[config.mk]
export PLATFORM = sky130hd
export DESIGN_NAME = http_chunked_body_tracker_core
export DESIGN_NICKNAME = d
export VERILOG_FILES = /design/src/hdl/chbt_pkg.sv /design/src/hdl/chbt_byte_class.sv /design/src/hdl/chbt_frame_step.sv /design/src/hdl/http_chunked_body_tracker_core.sv
export SDC_FILE = /design/constraint.sdc
export NUM_CORES = 1
export LEC_CHECK = 0
export ABC_CLOCK_PERIOD_IN_PS = 3800
export BUFFER_PORTS_ARGS = -buffer_cell sky130_fd_sc_hd__buf_2
export CAP_MARGIN = 20
export CELL_PAD_IN_SITES_DETAIL_PLACEMENT = 1
export CELL_PAD_IN_SITES_GLOBAL_PLACEMENT = 1
export CORE_ASPECT_RATIO = 1.25
export CORE_UTILIZATION = 28
export DETAILED_ROUTE_END_ITERATION = 16
export PLACE_DENSITY_LB_ADDON = 0.1
export SETUP_SLACK_MARGIN = 0.02
export SLEW_MARGIN = 30
export SYNTH_ARGS = -nofsm -noshare
export SYNTH_HDL_FRONTEND = slang
export SYNTH_SLANG_ARGS = --single-unit
[constraint.sdc]
create_clock -name clk -period 3.8 [get_ports clk]
set_input_delay 0.57 -clock clk [delete_from_list [all_inputs] [get_ports clk]]
set_output_delay 0.57 -clock clk [all_outputs]
set_load 0.03 [all_outputs]
[src/hdl/chbt_pkg.sv]
// shared types, phase codes and character codes for the chunked body tracker
package chbt_pkg;

  localparam logic [1:0] PH_SIZE    = 2'd0;
  localparam logic [1:0] PH_SIZE_LF = 2'd1;
  localparam logic [1:0] PH_BODY    = 2'd2;
  localparam logic [1:0] PH_LAST_LF = 2'd3;

  localparam logic [7:0] CHAR_CR = 8'h0d;
  localparam logic [7:0] CHAR_LF = 8'h0a;

  typedef struct packed {
    logic       is_hex;
    logic [3:0] digit;
    logic       is_cr;
    logic       is_lf;
  } byte_class_t;

  typedef struct packed {
    logic message_done;
    logic in_chunk_data;
    logic size_overflow;
  } result_t;

endpackage

[src/hdl/chbt_byte_class.sv]
// classifies one byte as hex digit, CR or LF
module chbt_byte_class
  import chbt_pkg::*;
(
  input  logic [7:0]  data_byte,
  output byte_class_t cls
);

  always_comb begin
    cls.is_hex = 1'b0;
    cls.digit  = 4'd0;
    if (data_byte >= 8'h30 && data_byte <= 8'h39) begin
      cls.is_hex = 1'b1;
      cls.digit  = data_byte[3:0];
    end else if ((data_byte >= 8'h61 && data_byte <= 8'h66) ||
                 (data_byte >= 8'h41 && data_byte <= 8'h46)) begin
      // 'a'..'f' and 'A'..'F' share low bits 1..6
      cls.is_hex = 1'b1;
      cls.digit  = data_byte[3:0] + 4'd9;
    end
    cls.is_cr = (data_byte == CHAR_CR);
    cls.is_lf = (data_byte == CHAR_LF);
  end

endmodule

[src/hdl/chbt_frame_step.sv]
// next phase, count and overflow flag for one byte
module chbt_frame_step
  import chbt_pkg::*;
#(
  parameter int COUNT_BITS = 32
) (
  input  logic [1:0]            phase,
  input  logic [COUNT_BITS-1:0] count,
  input  logic                  ovf,
  input  byte_class_t           cls,
  output logic [1:0]            phase_nxt,
  output logic [COUNT_BITS-1:0] count_nxt,
  output logic                  ovf_nxt,
  output result_t               res
);

  logic [COUNT_BITS-1:0] digit_ext;
  logic [COUNT_BITS-1:0] count_dec;
  logic                  shift_ovf;
  logic                  crlf_ovf;

  assign digit_ext = {{(COUNT_BITS-4){1'b0}}, cls.digit};
  assign count_dec = count - {{(COUNT_BITS-1){1'b0}}, 1'b1};
  // count*16+digit fits only while the top nibble is clear
  assign shift_ovf = |count[COUNT_BITS-1 -: 4];
  // count+2 overflows for the two largest values
  assign crlf_ovf  = &count[COUNT_BITS-1:1];

  always_comb begin
    phase_nxt = phase;
    count_nxt = count;
    ovf_nxt   = ovf;
    res.message_done  = 1'b0;
    res.in_chunk_data = 1'b0;
    unique case (phase)
      PH_SIZE: begin
        if (cls.is_hex) begin
          if (shift_ovf) begin
            count_nxt = '1;
            ovf_nxt   = 1'b1;
          end else begin
            count_nxt = {count[COUNT_BITS-5:0], 4'b0000} | digit_ext;
          end
        end else if (cls.is_cr) begin
          phase_nxt = PH_SIZE_LF;
        end
      end
      PH_SIZE_LF: begin
        if (cls.is_lf) begin
          phase_nxt = PH_BODY;
          if (count != '0) begin
            if (crlf_ovf) begin
              count_nxt = '1;
              ovf_nxt   = 1'b1;
            end else begin
              count_nxt = count + {{(COUNT_BITS-2){1'b0}}, 2'd2};
            end
          end
        end
      end
      PH_BODY: begin
        if (count != '0) begin
          res.in_chunk_data = 1'b1;
          count_nxt = count_dec;
          if (count_dec == '0) begin
            // last byte of the chunk also starts the next size line
            phase_nxt = PH_SIZE;
            if (cls.is_hex) begin
              count_nxt = digit_ext;
            end else if (cls.is_cr) begin
              phase_nxt = PH_SIZE_LF;
            end
          end
        end else if (cls.is_cr) begin
          phase_nxt = PH_LAST_LF;
        end
      end
      PH_LAST_LF: begin
        if (cls.is_lf) begin
          res.message_done = 1'b1;
          phase_nxt = PH_SIZE;
        end
      end
      default: begin
        phase_nxt = PH_SIZE;
      end
    endcase
    res.size_overflow = ovf_nxt;
  end

endmodule

[src/hdl/http_chunked_body_tracker_core.sv]
// top level of the chunked body framing tracker
//
//  channel | dir | payload ports                                        | handshake
//  in      | in  | in_data_byte                                         | in_valid / in_stall
//  out     | out | out_message_done out_in_chunk_data out_size_overflow | out_valid / out_stall
//
// one byte per cycle sustained while the result is not stalled; a byte passes through the
// input register, then the phase/count update into the result register
// the count update is one compare and add on COUNT_BITS bits
// synchronous active-low reset clears phase, count, overflow flag and valids
// a stalled result freezes the result stage and a full input register; in_stall rises
// only when the input register is full and cannot move on
module http_chunked_body_tracker_core
  import chbt_pkg::*;
#(
  parameter int COUNT_BITS = 32
) (
  input  logic       clk,
  input  logic       rst_n,
  input  logic       in_valid,
  output logic       in_stall,
  input  logic [7:0] in_data_byte,
  output logic       out_valid,
  input  logic       out_stall,
  output logic       out_message_done,
  output logic       out_in_chunk_data,
  output logic       out_size_overflow
);

  logic                  s1_valid_r;
  logic [7:0]            s1_byte_r;
  logic                  out_valid_r;
  result_t               res_r;
  logic [1:0]            phase_r;
  logic [1:0]            phase_nxt;
  logic [COUNT_BITS-1:0] count_r;
  logic [COUNT_BITS-1:0] count_nxt;
  logic                  ovf_r;
  logic                  ovf_nxt;
  result_t               res_nxt;
  byte_class_t           cls;
  logic                  advance;
  logic                  process;
  logic                  s1_load;

  assign advance  = !out_valid_r || !out_stall;
  assign process  = s1_valid_r && advance;
  // an empty input register takes a byte even while the result is stalled
  assign s1_load  = advance || !s1_valid_r;
  assign in_stall = !s1_load;

  chbt_byte_class u_class (
    .data_byte (s1_byte_r),
    .cls       (cls)
  );

  chbt_frame_step #(
    .COUNT_BITS (COUNT_BITS)
  ) u_step (
    .phase     (phase_r),
    .count     (count_r),
    .ovf       (ovf_r),
    .cls       (cls),
    .phase_nxt (phase_nxt),
    .count_nxt (count_nxt),
    .ovf_nxt   (ovf_nxt),
    .res       (res_nxt)
  );

  always_ff @(posedge clk) begin
    if (!rst_n) begin
      s1_valid_r  <= 1'b0;
      out_valid_r <= 1'b0;
      phase_r     <= PH_SIZE;
      count_r     <= '0;
      ovf_r       <= 1'b0;
    end else begin
      if (s1_load) begin
        s1_valid_r <= in_valid;
      end
      if (advance) begin
        out_valid_r <= s1_valid_r;
      end
      if (process) begin
        phase_r <= phase_nxt;
        count_r <= count_nxt;
        ovf_r   <= ovf_nxt;
      end
    end
  end

  always_ff @(posedge clk) begin
    if (s1_load) begin
      s1_byte_r <= in_data_byte;
    end
    if (process) begin
      res_r <= res_nxt;
    end
  end

  assign out_valid         = out_valid_r;
  assign out_message_done  = res_r.message_done;
  assign out_in_chunk_data = res_r.in_chunk_data;
  assign out_size_overflow = res_r.size_overflow;

endmodule

After elaboration in Yosys (flattened, before gate mapping)
Cells that the tools add are included.
- multiplexer cells: 29
- $add $sub $neg: 3
- magnitude comparators: 6
- reduce and logical (&&, ||, !) cells: 19
- bitwise operators: 1
- equal/unequal tests: 14
- operators with widths (operator ; count):
    32-bit 2-to-1 mux ; 8
    32-bit one-hot mux with 3 select lines ; 1
    32-bit by 2-bit adder with 32-bit output, second input constant ; 1
    32-bit logical NOT ; 1
    32-bit by 4-bit OR with 32-bit output ; 1
    32-bit nonzero test ; 1
    32-bit by 1-bit subtractor with 32-bit output, second input constant ; 1
    31-bit AND reduction ; 1
    8-bit by 4-bit == test with 1-bit output, second input constant ; 2
    8-bit by 7-bit >= comparator with 1-bit output, second input constant ; 2
    8-bit by 7-bit <= comparator with 1-bit output, second input constant ; 2
    2-bit 2-to-1 mux ; 8
    5-bit 2-to-1 mux ; 2
    2-bit != test, second input constant ; 5
    8-bit by 6-bit >= comparator with 1-bit output, second input constant ; 1
    8-bit by 6-bit <= comparator with 1-bit output, second input constant ; 1
    1-bit 2-to-1 mux ; 8
    2-bit one-hot mux with 4 select lines ; 1
    7-bit AND reduction ; 1
    6-bit AND reduction ; 1
    4-bit adder, second input constant ; 1
    2-bit == test, second input constant ; 2
    1-bit logical AND ; 4
    1-bit logical NOT ; 4
    other kinds (9) ; 12
- output and inout bits: 5
- input bits: 12
- register bits: 48
- logic and storage cells: 81

Longest topological paths before layout
- depth after elaboration: 9
- gate-level depth with buffers: 12
- gate-level depth less buffers: 10

Cells and area by module
From an unflattened synthesis, not the netlist that was laid out.
- cells, all modules: 769
- area, all modules: 5306.3 um^2
- modules (own cells, without submodules) (module ; sequential area each (um^2) ; times used ; cells an instance ; area an instance (um^2)):
    chbt_frame_step ; 0.0 ; 1 ; 570 ; 3243.1
    http_chunked_body_tracker_core ; 1071.0 ; 1 ; 171 ; 1834.3
    chbt_byte_class ; 0.0 ; 1 ; 28 ; 229.0

Least setup slack after synthesis
OpenSTA, ideal clock, no wires.
- path kind: register to register
- from: reg count_r[2]
- to: reg count_r[6]
- setup slack: 0.443 ns
- setup time: 0.133 ns
- clock period less this slack: 3.357 ns
- stages on the path, launching flop included: 13
- data required time: 3.667 ns
- arrival time: 3.225 ns
- path buffers: 2
- path through: dfxtp_1 buf_2 inv_1 ha_1 nor4b_1 nand2b_1 or4_1 xnor2_1 nor3_1 a31oi_4 buf_6 a311oi_1 nor4_1
- word-level cells in the longest chain between the ends: 5
- elaborated cells between the ends (all ways): 18
- classes of those cells: 2 x add/sub; 2 x eq/ne; 9 x mux; 1 x bitwise; 4 x reduce/logical
- RTL lines (item ; RTL line ; RTL):
    start, declared ; http_chunked_body_tracker_core.sv:36 ; logic [COUNT_BITS-1:0] count_r;
    start signal, assigned ; http_chunked_body_tracker_core.sv:86 ; count_r <= count_nxt;
    32-bit by 1-bit subtractor with 32-bit output (tied with other cells) ; chbt_frame_step.sv:23 ; assign count_dec = count - {{(COUNT_BITS-1){1'b0}}, 1'b1};
    32-bit logical NOT (tied with other cells) ; chbt_frame_step.sv:65 ; if (count_dec == '0) begin
    32-bit 2-to-1 mux (on tied branches) ; chbt_frame_step.sv:65, chbt_frame_step.sv:51 ;
    32-bit 2-to-1 mux (on tied branches) ; chbt_frame_step.sv:62, chbt_frame_step.sv:49 ;
    32-bit one-hot mux with 3 select lines ; chbt_frame_step.sv:35 ; unique case (phase)
Several ways; a longest one is shown, not always the timed one. The select of a mux whose other input is x is not followed.
A chain may end at the register's enable or synchronous reset.

Worst setup path after layout
- from: reg count_r[1]
- to: reg count_r[18]
The elaborated chain is that of the path after synthesis.

==> metrics.yaml <==
yosys.area.top_type: "dfxtp_1"
syn_area_um2: 4288
routedWlPerCell_um: 23.46
finalClockSkew_ns: 0.009313
crit_buf_inv: 2
root_buffer: "clkbuf_16"
period_needed_ns: 3.586
synth_most_common_cell: "nor2_1"
path_max_fanout: 13
place.gp.congestion: 0.8540
cts_buffer_depth: 2
power_uw: 1314
grt_pass1_wl_um: 27700
grt_max_degree: 36
synth_edf_count: 11
peakVddDrop_v: 0.0001434
cts_made_buffers: 5
tns_ns: 0
slew-limit-headroom_pct: 46.21
via_count: 4643
dp.cells: 754
drive_gt1_share_pct: 14.31
antenna_found_initial: 0
utilization_pct: 32.39
finalWirelength_um: 17870
nNetsFinal: 603
final_cells: 762
synth.top_cell.area_share_pct: 17.27
row_count: 50
cts_setup_buffers: 0
diodes: 0
critPathMaxStageDelay_ns: 0.52
slew_viol_final: 0
synth_nets: 598
synth_seq_cells: 48
clk_latency_ns: 0.31
routed_via_density: 6.093
setup_violations: 0
die_area_um2: 15820
cts_tree: "yes"
crit_arrival_ns: 3.78
ios: 17
grt_use_total_pct: 23.09
critical_path.top_delay_family: "simple AND/OR/NAND/NOR gates"
n_fill_cell: 1802
synth_ff_type: "dfxtp_1"
min_period_over_period_pct: 94.37
rsz0062_at_grt: "false"
die_w_um: 112.7
syn_avg_cell_area_um2: 7.470
hold_path_class: "in2reg"
crit_chain: "inv_1 > ha_1 > or4b_4 > or3_4 > or3b_4 > a2111oi_4 > o2111a_2 > a31oi_4 > buf_12 > a221oi_1 > nor4_1"
grt_pass1_vias: 4741
fp.dieH_um: 140.4
worst_pin_slew_ns: 0.8006
synthCells: 574
crit_required_ns: 3.99
slowest_stage: "or4b_4"
leakage_uw: 0.001780
holdCritStartpoint: "in_data_byte[2]"
drv_cap: 0
htree_levels: 2
end_kind: "flop"
ant_nets: 0
area_growth_pct: 12.96
r2r_start: "count_r[1]"
powerDensity_nw_per_um2: 271.3
outcome: "finished clean"
io_buffers: 16
fp.coreArea_um2: 14950
synth-seq-area-share_pct: 24.98
initial_core_util_pct: 28.68
ys_top_cells_by_area: "dfxtp_1, edfxtp_1, nor2_1"
path_clk_slew_ns: 0.08
synth_warnings: 0
hold_viol_final: 0
start_kind: "flop"
max_freq_ghz: 0.2789
dr.first_iter.drc_count: 237
drcViolationCount: 0
cts_sinks: 48
dr.pass1.iters: 5
async_flop_share_pct: 0
reg2reg_slack_ns: 0.21
startpoint: "count_r[1]"
hpwl_um: 12800
path_class: "reg2reg"
grt-ovfl-total: 0
synth_commonest_cells: "nor2_1, clkbuf_1, nand2_1, dfxtp_1, nor3_1"
synth_cell_types: 66
flip-flops by register name, summed over array words and instances, names as in the netlist:
| register | cells |
|---|---|
| count_r | 32 |
| s1_byte_r | 8 |
| phase_r | 2 |
| out_in_chunk_data | 1 |
| out_message_done | 1 |
| out_size_overflow | 1 |
| out_valid | 1 |
| ovf_r | 1 |
| s1_valid_r | 1 |
power by group:
group	switching [µW]	internal, µW
clock network	225	243
registers	20.0	534
logic	179	113
per-stage QoR:
step           setup slack (ns)  hold slack, ns  instance area (µm²)
2_1_floorplan            0.4426          0.4313                 4288
3_3_place_gp             0.2725          0.4521                 4698
3_5_place_dp             0.1958          0.4774                 4698
4_1_cts                  0.1798          0.4314                 4838
5_1_grt                 0.05172          0.4288                 4843
6_report                 0.2139          0.4391                 4843
final timing paths:
kind | endpoint | cells after the start
max reg2reg | count_r[18] | 11
max | count_r[18] | 11
min | s1_byte_r[2] | 1
min reg2reg | ovf_r | 2
layout make-up:
cell class | count | area, µm² | share of cell area (%)
Clock inverter | 2 | 11.26 | 0.2325
Timing Repair Buffer | 56 | 405.4 | 8.370
Sequential cell | 48 | 1071 | 22.11
Clock buffer | 6 | 128.9 | 2.661
Multi-Input combinational cell | 447 | 2920 | 60.29
Tap cell | 182 | 227.7 | 4.702
Inverter | 21 | 78.83 | 1.627
layout by cell type (no fill, tap or decap), types with 6 or more instances in the layout:
cell      netlist  routed
buf_2           6      16
or4_1           6       6
o31ai_1         7       7
xnor2_1        22      22
buf_4           0      38
xor2_1         11      11
a21oi_1        31      30
o211ai_1        8       8
a221oi_1       12      12
ha_1           12      12
a31oi_1         7       7
or3_1          10      10
nand3_1        23      23
nand2_1        38      38
nor2_1         54      54
nor4_1         28      28
and3_1         14      14
inv_1          21      21
nor4b_1         6       6
nor3_1         33      32
nand4_1        15      15
dfxtp_1        37      37
a311oi_1        6       6
edfxtp_1       11      11
o21ai_0        20      20
metal layers:
layer / GRT usage [%] / vias up / part of all wire, %
met4: 9.053 / 0 / 2.6
met2: 40.38 / 126 / 50
met3: 2.683 / 28 / 4.6
li1: - / 2174 / -
met1: 28.71 / 2315 / 43
met5: 0 / - / 0
logic make-up (layout without fill, tap and decap cells):
family	after synthesis	in the layout	share of synthesized area, %
multiplexers	4	4	0.9630
flip-flops	48	48	24.98
AO/OA/AOI/OAI	142	142	24.39
adder cells (fa/ha/maj)	12	12	3.502
buffers and inverters	79	85	7.266
XOR/XNOR	33	33	6.740
AND/OR/NAND/NOR	256	256	32.16
repair_timing:
action,CTS,global route
hold buffers,0,0
gates resized for setup,0,1
endpoints found under the setup margin,0,3
Power figures use the tool's default switching activity.
